<file path="src/rtl/core/spq_pkg.sv">
// Shared types, codes and constants for the sorted priority queue.
`timescale 1ns / 1ps

package spq_pkg;

    // fixed field widths
    localparam int VALUE_W          = 32;
    localparam int OCC_W            = 5;
    localparam int DEFAULT_CAPACITY = 16;

    // operation codes carried on the input word
    typedef enum logic {
        OP_INSERT = 1'b0,
        OP_DELETE = 1'b1
    } spq_op_t;

    // result status codes
    typedef enum logic [1:0] {
        ST_INSERTED = 2'd0,
        ST_REMOVED  = 2'd1,
        ST_FULL     = 2'd2,
        ST_EMPTY    = 2'd3
    } spq_status_t;

    // controller states
    typedef enum logic [1:0] {
        CTL_IDLE = 2'd0,
        CTL_EXEC = 2'd1,
        CTL_RESP = 2'd2
    } spq_state_t;

    // controller to datapath
    typedef struct packed {
        logic        load;     // capture the input word
        logic        insert;   // place the held value in order
        logic        remove;   // pop the head and close the gap
        logic        store;    // latch the result word
        spq_status_t code;     // status code to latch
    } spq_cmd_t;

    // datapath to controller
    typedef struct packed {
        spq_op_t op;
        logic    full;
        logic    empty;
    } spq_stat_t;

endpackage

</file>
<file path="src/rtl/core/spq_datapath.sv">
// Datapath: sorted register row with per-slot compare-and-shift, count and result word.
`timescale 1ns / 1ps

module spq_datapath #(
    parameter int CAPACITY = spq_pkg::DEFAULT_CAPACITY
) (
    input  logic                               aclk,
    input  logic                               aresetn,
    input  spq_pkg::spq_cmd_t                  cmd,
    output spq_pkg::spq_stat_t                 stat,
    input  logic                               in_operation,
    input  logic signed [spq_pkg::VALUE_W-1:0] in_value,
    output logic        [1:0]                  res_status,
    output logic signed [spq_pkg::VALUE_W-1:0] res_removed_value,
    output logic        [spq_pkg::OCC_W-1:0]   res_occupancy
);
    import spq_pkg::*;

    localparam int CW = $clog2(CAPACITY + 1);

    // held input word
    spq_op_t                    op_reg;
    logic signed [VALUE_W-1:0]  value_reg;

    // sorted row, ascending from slot 0
    logic signed [VALUE_W-1:0]  entry_reg  [CAPACITY];
    logic signed [VALUE_W-1:0]  entry_next [CAPACITY];
    logic [CAPACITY-1:0]        gt;

    logic [CW-1:0]              count_reg;
    logic [CW-1:0]              count_next;

    // result word
    spq_status_t                status_reg;
    logic signed [VALUE_W-1:0]  removed_reg;
    logic [CW+OCC_W-1:0]        count_ext;

    // input capture
    always_ff @(posedge aclk) begin
        if (cmd.load) begin
            op_reg    <= spq_op_t'(in_operation);
            value_reg <= in_value;
        end
    end

    // per-slot compare: occupied and strictly greater than the new value
    genvar g;
    generate
        for (g = 0; g < CAPACITY; g++) begin : g_slot
            assign gt[g] = (CW'(g) < count_reg) && (entry_reg[g] > value_reg);

            if (g == 0) begin : g_head
                always_comb begin
                    entry_next[g] = entry_reg[g];
                    if (cmd.insert) begin
                        if (gt[g] || (count_reg == CW'(g))) begin
                            entry_next[g] = value_reg;
                        end
                    end else if (cmd.remove) begin
                        if (CAPACITY > 1) begin
                            entry_next[g] = entry_reg[(g + 1) % CAPACITY];
                        end
                    end
                end
            end else begin : g_body
                always_comb begin
                    entry_next[g] = entry_reg[g];
                    if (cmd.insert) begin
                        if (gt[g-1]) begin
                            entry_next[g] = entry_reg[g-1];
                        end else if (gt[g] || (count_reg == CW'(g))) begin
                            entry_next[g] = value_reg;
                        end
                    end else if (cmd.remove) begin
                        if (g < CAPACITY - 1) begin
                            entry_next[g] = entry_reg[(g + 1) % CAPACITY];
                        end
                    end
                end
            end

            always_ff @(posedge aclk) begin
                entry_reg[g] <= entry_next[g];
            end
        end
    endgenerate

    // occupancy count
    always_comb begin
        count_next = count_reg;
        if (cmd.insert) begin
            count_next = count_reg + CW'(1);
        end else if (cmd.remove) begin
            count_next = count_reg - CW'(1);
        end
    end

    always_ff @(posedge aclk) begin
        if (!aresetn) begin
            count_reg <= '0;
        end else begin
            count_reg <= count_next;
        end
    end

    // result word latch; removed value is zero unless the head left
    always_ff @(posedge aclk) begin
        if (cmd.store) begin
            status_reg  <= cmd.code;
            removed_reg <= cmd.remove ? entry_reg[0] : '0;
        end
    end

    assign stat.op    = op_reg;
    assign stat.full  = (count_reg == CW'(CAPACITY));
    assign stat.empty = (count_reg == '0);

    assign count_ext         = {{OCC_W{1'b0}}, count_reg};
    assign res_status        = status_reg;
    assign res_removed_value = removed_reg;
    assign res_occupancy     = count_ext[OCC_W-1:0];

    // checks
    a_count_bound: assert property (@(posedge aclk) disable iff (!aresetn)
        count_reg <= CW'(CAPACITY))
        else $error("queue count above capacity");

    a_no_insert_full: assert property (@(posedge aclk) disable iff (!aresetn)
        cmd.insert |-> !stat.full)
        else $error("insert commanded on a full queue");

    a_remove_count: assert property (@(posedge aclk) disable iff (!aresetn)
        cmd.remove |=> count_reg == $past(count_reg) - CW'(1))
        else $error("count did not drop after remove");

endmodule

</file>
<file path="src/rtl/core/spq_controller.sv">
// Controller: sequences capture, execute and result hand-off of one word.
`timescale 1ns / 1ps

module spq_controller (
    input  logic               aclk,
    input  logic               aresetn,
    input  logic               s_valid,
    output logic               s_ready,
    output logic               m_valid,
    input  logic               m_ready,
    input  spq_pkg::spq_stat_t stat,
    output spq_pkg::spq_cmd_t  cmd
);
    import spq_pkg::*;

    spq_state_t state_reg;
    spq_state_t state_next;

    // state register
    always_ff @(posedge aclk) begin
        if (!aresetn) begin
            state_reg <= CTL_IDLE;
        end else begin
            state_reg <= state_next;
        end
    end

    // next state and commands
    always_comb begin
        state_next = state_reg;
        s_ready    = 1'b0;
        m_valid    = 1'b0;
        cmd        = '{load: 1'b0, insert: 1'b0, remove: 1'b0, store: 1'b0,
                       code: ST_INSERTED};
        unique case (state_reg)
            CTL_IDLE: begin
                s_ready  = 1'b1;
                cmd.load = s_valid;
                if (s_valid) begin
                    state_next = CTL_EXEC;
                end
            end
            CTL_EXEC: begin
                cmd.store = 1'b1;
                if (stat.op == OP_INSERT) begin
                    if (stat.full) begin
                        cmd.code = ST_FULL;
                    end else begin
                        cmd.insert = 1'b1;
                        cmd.code   = ST_INSERTED;
                    end
                end else begin
                    if (stat.empty) begin
                        cmd.code = ST_EMPTY;
                    end else begin
                        cmd.remove = 1'b1;
                        cmd.code   = ST_REMOVED;
                    end
                end
                state_next = CTL_RESP;
            end
            CTL_RESP: begin
                m_valid = 1'b1;
                if (m_ready) begin
                    state_next = CTL_IDLE;
                end
            end
            default: begin
                state_next = CTL_IDLE;
            end
        endcase
    end

    // checks
    a_one_side: assert property (@(posedge aclk) disable iff (!aresetn)
        !(s_ready && m_valid))
        else $error("input and output open together");

    a_exec_to_resp: assert property (@(posedge aclk) disable iff (!aresetn)
        cmd.store |=> m_valid)
        else $error("result not offered after execute");

    a_single_action: assert property (@(posedge aclk) disable iff (!aresetn)
        !(cmd.insert && cmd.remove))
        else $error("insert and remove in one cycle");

endmodule

</file>
<file path="src/rtl/core/sorted_priority_queue.sv">
// Top level: sorted-row minimum priority queue, controller plus datapath.
//
//  channel | ports                                        | direction
//  --------+----------------------------------------------+----------
//  s_      | s_valid s_ready s_operation s_value          | in
//  m_      | m_valid m_ready m_status m_removed_value     | out
//          | m_occupancy                                  |
//
// One word at a time: capture, execute, offer result; the next word is taken
// only after the result word is taken, so m_ready held low stalls the queue.
// Insert and delete both finish in the execute state: every slot of the
// register row compares and shifts in parallel.
// aresetn is synchronous, active low; it empties the queue, row contents are
// not cleared. s_ready is low from capture until the result word is taken.
`timescale 1ns / 1ps

module sorted_priority_queue #(
    parameter int CAPACITY = spq_pkg::DEFAULT_CAPACITY
) (
    input  logic                               aclk,
    input  logic                               aresetn,
    input  logic                               s_valid,
    output logic                               s_ready,
    input  logic                               s_operation,
    input  logic signed [spq_pkg::VALUE_W-1:0] s_value,
    output logic                               m_valid,
    input  logic                               m_ready,
    output logic        [1:0]                  m_status,
    output logic signed [spq_pkg::VALUE_W-1:0] m_removed_value,
    output logic        [spq_pkg::OCC_W-1:0]   m_occupancy
);
    import spq_pkg::*;

    spq_cmd_t  cmd;
    spq_stat_t stat;

    spq_controller u_ctl (
        .aclk    (aclk),
        .aresetn (aresetn),
        .s_valid (s_valid),
        .s_ready (s_ready),
        .m_valid (m_valid),
        .m_ready (m_ready),
        .stat    (stat),
        .cmd     (cmd)
    );

    spq_datapath #(
        .CAPACITY (CAPACITY)
    ) u_dp (
        .aclk              (aclk),
        .aresetn           (aresetn),
        .cmd               (cmd),
        .stat              (stat),
        .in_operation      (s_operation),
        .in_value          (s_value),
        .res_status        (m_status),
        .res_removed_value (m_removed_value),
        .res_occupancy     (m_occupancy)
    );

endmodule
</file>
<file path="config.mk">
export PLATFORM = sky130hd
export DESIGN_NAME = sorted_priority_queue
export DESIGN_NICKNAME = d
export VERILOG_FILES = /design/src/rtl/core/spq_pkg.sv /design/src/rtl/core/spq_datapath.sv /design/src/rtl/core/spq_controller.sv /design/src/rtl/core/sorted_priority_queue.sv
export SDC_FILE = /design/constraint.sdc
export NUM_CORES = 2
export LEC_CHECK = 0
export ABC_CLOCK_PERIOD_IN_PS = 12290
export BUFFER_PORTS_ARGS = -buffer_cell sky130_fd_sc_hd__buf_2
export CORE_MARGIN = 10
export CORE_UTILIZATION = 65
export DETAILED_ROUTE_END_ITERATION = 10
export GPL_TIMING_DRIVEN = 0
export MAX_ROUTING_LAYER = met4
export PLACE_DENSITY = 0.82
export SLEW_MARGIN = 20
export SYNTH_ARGS = -nofsm -noshare
export SYNTH_HDL_FRONTEND = slang
export SYNTH_SLANG_ARGS = --single-unit
</file>
<file path="constraint.sdc">
create_clock -name aclk -period 12.29 [get_ports aclk]
set_input_delay 0 -clock aclk [delete_from_list [all_inputs] [get_ports aclk]]
set_output_delay 0 -clock aclk [all_outputs]
set_load 0.1 [all_outputs]
</file>
== Yosys cells after proc, flatten, opt, wreduce, memory -nomap -nowiden ==
Memory sizes are Yosys's and may differ from the RTL's.
Cells that the tools add are included.

* Register bits: 74
* Latch bits: 0
* Memory bits (writable): 512
* Memory bits (read-only): 0
* Input bits: 37
* Output and inout bits: 41
* Word-level logic and storage cells: 175
* Memories kept: 1

{| class="wikitable"
|+ Memories
! name !! words !! width !! read ports !! clocked after Yosys merged registers in !! write ports !! RTL line !! source
|-
| u_dp.entry_reg || 16 || 32 || 16 || 0 || 16 || spq_datapath.sv:26 || <nowiki>logic signed [VALUE_W-1:0] entry_reg [CAPACITY];</nowiki>
|}

* Add/sub/neg operators: 2
* Multiply operators: 0
* Div/mod/pow operators: 0
* $lt $le $gt $ge: 32
* Equality and inequality tests: 20
* Shifts and indexed selects: 0
* Mux-type cells: 78
* Bitwise operators: 0
* Reductions and logical operators: 36

{| class="wikitable"
|+ Operator list
! cell !! count
|-
| 32-bit 2-to-1 mux || 62
|-
| 32-bit > comparator || 16
|-
| 5-bit by 4-bit equality test with 1-bit output (second input constant) || 8
|-
| 4-bit by 5-bit < comparator with 1-bit output (first input constant) || 8
|-
| 5-bit by 3-bit equality test with 1-bit output (second input constant) || 4
|-
| 3-bit by 5-bit < comparator with 1-bit output (first input constant) || 4
|-
| 1-bit logical AND || 16
|-
| 1-bit logical OR || 16
|-
| 5-bit 2-to-1 mux || 3
|-
| 5-bit by 2-bit equality test with 1-bit output (second input constant) || 2
|-
| 1-bit by 5-bit < comparator with 1-bit output (first input constant) || 2
|-
| 2-bit by 5-bit < comparator with 1-bit output (first input constant) || 2
|-
| 2-bit 2-to-1 mux || 5
|-
| 1-bit 2-to-1 mux || 7
|-
| 2-bit one-hot mux with 3 select lines || 1
|-
| 5-bit by 1-bit adder with 5-bit output (second input constant) || 1
|-
| 5-bit by 1-bit equality test with 1-bit output (second input constant) || 1
|-
| 5-bit equality test (second input constant) || 1
|-
| 5-bit logical NOT || 1
|-
| 5-bit by 1-bit subtractor with 5-bit output (second input constant) || 1
|-
| 2-bit != test (second input constant) || 2
|-
| 2-bit by 1-bit equality test with 1-bit output (second input constant) || 1
|-
| 2-bit equality test (second input constant) || 1
|-
| 2-bit logical NOT || 1
|-
| other kinds (2) || 2
|}

== Depth between registers and ports, before layout ==
An unclocked memory read counts as a cell.

* Depth after elaboration: 7
* Gate-level depth with buffers: 12

== Cells and area by module ==
A second synthesis with hierarchy kept.

* Cell total of the unflattened synthesis: 3663
* Area, all modules: 39855.7 µm²

{| class="wikitable"
|+ Modules (own cells, without submodules)
! module !! instances !! cells an instance !! area each (µm²) !! sequential area each (µm²)
|-
| spq_datapath || 1 || 3648 || 39718.1 || 17486.8
|-
| spq_controller || 1 || 15 || 137.6 || 40.0
|}

== Worst setup path before layout ==
No wires, ideal clock.

* Path kind: reg-to-reg
* From: register u_dp.value_reg[14] (netlist name)
* To: memory u_dp.entry_reg[11][0], enable pin
* Library setup time: 440 ps
* Arrival time: 4581 ps
* Data required time: 11850 ps
* Slack: 7269 ps
* Cell stages (with the launch flop): 12
* Clock period less this slack: 5021 ps
* Cells stage by stage: edfxtp_1 > inv_1 > ha_1 > a21oi_1 > nand2_1 > a221o_1 > o31a_1 > or3_4 > a21oi_4 > buf_8 > inv_1 > a41oi_1

{| class="wikitable"
|+ RTL lines
! item !! RTL line
|-
| to (decl) || spq_datapath.sv:26
|}

==> impl_metrics.py <==
metrics = {
    "die": {
        "std_cell_rows": 89,
        "dieWidth_um": 266,
        "initial_utilization_pct": 66.1,
        "ios": 78,
        "fp.dieH_um": 266,
        "core-area_mm2": 0.0594,
        "die-area_mm2": 0.0705,
    },
    "clock_network": {
        "clockRootBuffer": "clkbuf_16",
        "post-cts-setup-buffers": 0,
        "ctsResizeCount": 0,
        "cts_tree": "done",
        "cts.path.max_buffers": 3,
        "numCtsBuffers": 67,
        "clkLatencyLatePin_ns": 0.63,
        "cts_sinks": 586,
        "h-tree-depth": 3,
        "clk_pin_slew_ns": 0.06,
        "hold_buffers": 38,
    },
    "logic_synthesis": {
        "async_flop_share_pct": 0,
        "yosys-top-cells-area": "edfxtp_1 44%, ha_1 16%, a221o_1 6.2%, mux2i_1 4.9%, a21oi_1 3.3%",
        "ys_warn_count": 0,
        "synth_top_area_cell": "edfxtp_1",
        "ys_types": 66,
        "synthFlopType": "edfxtp_1",
        "ys_seq_area_share_pct": 44.7,
        "synthCells": 3555,
        "ys_ff_latch": 586,
        "avgSynthCellArea_um2": 11.0,
        "syn_area_mm2": 0.0392,
        "synth_edf_count": 579,
        "syn_nets": 4109,
        "synth.top_cell.area_share_pct": 44.3,
    },
    "place": {
        "dp.cells": 4421,
        "place_ws_ns": 6.99,
        "portBuffers": 77,
        "gp_congestion": 1.04,
        "placed_area_mm2": 0.0412,
        "hpwl_um": 98100,
    },
    "grt": {
        "grt_first_pass_wirelength_um": 197000,
        "grt_pass1_vias": 32500,
        "antenna_found_initial": 0,
        "track_usage_pct": 37.4,
        "grt_overflow": 0,
        "grt_max_degree": 37,
    },
    "timing": {
        "tns_ns": 0,
        "setup_viol": 0,
        "slew_headroom_pct": 21.9,
        "fmax_ghz": 0.175,
        "finClkSkew_ns": 0.0165,
        "slew_viol_final": 0,
        "rsz0062_at_grt": "false",
        "fin_crit_ns": 5.71,
        "hold_violations": 0,
        "timing.final.ws_setup_ns": 6.58,
        "tightest_slew_ns": 1.17,
        "final.period_utilization_pct": 46.5,
    },
    "route": {
        "drt_iter0_markers": 5367,
        "route.detailed.drc": 0,
        "dr.pass1.iters": 8,
        "ant_nets": 0,
        "wire_per_inst_um": 28.6,
        "vias": 33800,
        "routed_wl_um": 131000,
        "vias_per_cell": 7.39,
    },
    "power": {
        "peakVddDrop_mv": 0.110,
        "p_int_uw": 3730,
        "clock_power_share_pct": 37.8,
        "finalPower_uw": 5240,
        "leakagePower_uw": 0.0178,
        "p_switching_uw": 1510,
        "combPwrFrac_pct": 16.7,
        "p_per_area_mw_per_mm2": 120,
        "p_sw_share_pct": 28.7,
        "p_seq_share_pct": 45.5,
    },
    "setup_path": {
        "cpMostUsedCell": "clkbuf_1",
        "setup.worst_path.start": "u_dp.res_occupancy[1]$_SDFFE_PN0P_",
        "slowest_stage": "clkbuf_1",
        "cp.arrival_ns": 6.08,
        "critPathTopFamily": "buffers and inverters",
        "reg2reg_slack_ns": 6.58,
        "path_class": "reg2reg",
        "slowest_delay_ns": 0.93,
        "worst-path-buf-inv": 6,
        "required_ns": 12.66,
        "ff2ff_path_depth": 9,
        "r2r-start": "u_dp.res_occupancy[1]$_SDFFE_PN0P_",
        "cp_cell_sequence": "clkbuf_1 > inv_1 > ha_1 > a311oi_2 > clkbuf_1 > clkbuf_1 > buf_1 > a41oi_4 > buf_16",
        "r2r_end": "u_dp.entry_reg[11][8]$_DFFE_PP_",
        "end_kind": "flop",
        "worst_setup_path_start_kind": "flop",
        "cp_max_fo": 17,
    },
    "run": {
        "maxCapViolCount": 0,
    },
    "finish": {
        "area_growth_pct": 11.4,
        "fillers": 4081,
        "fin_area_mm2": 0.0437,
        "fin_nets": 4309,
        "drive_gt1_share_pct": 8.55,
        "multi_input_area_mm2": 0.0205,
        "largest_register_ff_count": 512,
        "regArea_mm2": 0.0175,
        "stdcell_count": 4577,
    },
    "min_path": {
        "hp-start": "s_value[21]",
        "holdPathEnd": "u_dp.value_reg[21]$_DFFE_PP_",
        "hold_depth": 2,
        "hold_class": "in2reg",
    },
    "outcome": {
        "status": "finished, final reports clean",
    },
}
cells in the final DEF (no fill, tap or decap), drive strengths merged, types with 131 or more instances in the layout:
cell type,n
clkbuf,251
edfxtp,579
ha,517
and3,131
mux2i,192
nand2,322
nor3,146
a21oi,261
o21ai,264
a221o,241
buf,158
cell usage after synthesis (all sizes together), types with 63 or more instances:
cell and count:
nand4 116, nor2 94, edfxtp 579, o21ai 264
ha 517, clkbuf 162, a221o 241, buf 65
nor3 146, and3 131, a21oi 261, mux2i 192
nand2 322, inv 63
metal layers:
| layer | share of wire, % | global-route usage [%] | vias up |
|---|---|---|---|
| met5 | 0 | - | - |
| met4 | 4.9 | 16.1 | 0 |
| met3 | 14 | 9.52 | 423 |
| met2 | 43 | 53.8 | 2610 |
| met1 | 39 | 49.5 | 16200 |
| li1 | - | - | 14600 |
kinds of logic (layout without fill, tap and decap cells):
| family | Yosys count | in the layout | synth area share, % |
|---|---|---|---|
| flip-flops | 586 | 586 | 44.7 |
| adder cells (fa/ha/maj) | 517 | 517 | 16.5 |
| other | 0 | 1 | 0 |
| AO/OA/AOI/OAI | 969 | 969 | 17.1 |
| AND/OR/NAND/NOR | 958 | 958 | 12.1 |
| buffers and inverters | 293 | 541 | 3.64 |
| multiplexers | 225 | 225 | 5.85 |
| XOR/XNOR | 7 | 7 | 0.156 |
stage by stage:
step           utilization (%)  hold slack [ns]
3_3_place_gp              68.3            0.176
4_1_cts                   73.6           0.0769
5_1_grt                   73.6           0.0831
2_1_floorplan                -           0.0989
6_report                  73.6           0.0876
3_5_place_dp              69.5            0.178
area by class of cell:
type / instances / area share (%)
Timing Repair Buffer: 131 / 2.76
Multi-Input combinational cell: 2676 / 46.9
Clock inverter: 28 / 0.478
Buffer: 230 / 2.73
Sequential cell: 586 / 40.1
Clock buffer: 89 / 4.22
Antenna cell: 1 / 0.00573
Tap cell: 773 / 2.21
Inverter: 63 / 0.542
how the worst max path moves through the flow:
stage | slack, ns | depth (start not counted) | end
2_1_floorplan | 7.27 | 11 | u_dp.entry_reg[11][0]$_DFFE_PP_
3_3_place_gp | 4.95 | 11 | u_dp.entry_reg[14][5]$_DFFE_PP_
3_5_place_dp | 6.99 | 9 | u_dp.entry_reg[11][5]$_DFFE_PP_
4_1_cts | 6.94 | 9 | u_dp.entry_reg[11][4]$_DFFE_PP_
5_1_grt | 6.63 | 9 | u_dp.entry_reg[11][7]$_DFFE_PP_
6_report | 6.58 | 9 | u_dp.entry_reg[11][8]$_DFFE_PP_
power by group through the flow:
| stage | combinational (uW) | sequential, uW | clock [uW] |
|---|---|---|---|
| CTS | 840 | 2380 | 1970 |
| global placement | 760 | 2430 | 0 |
| detailed placement | 822 | 2420 | 0 |
| global route | 945 | 2390 | 2050 |
| floorplan | 534 | 2420 | 0 |
| finish | 874 | 2380 | 1980 |
No activity file was read; power rests on OpenSTA's default activity.
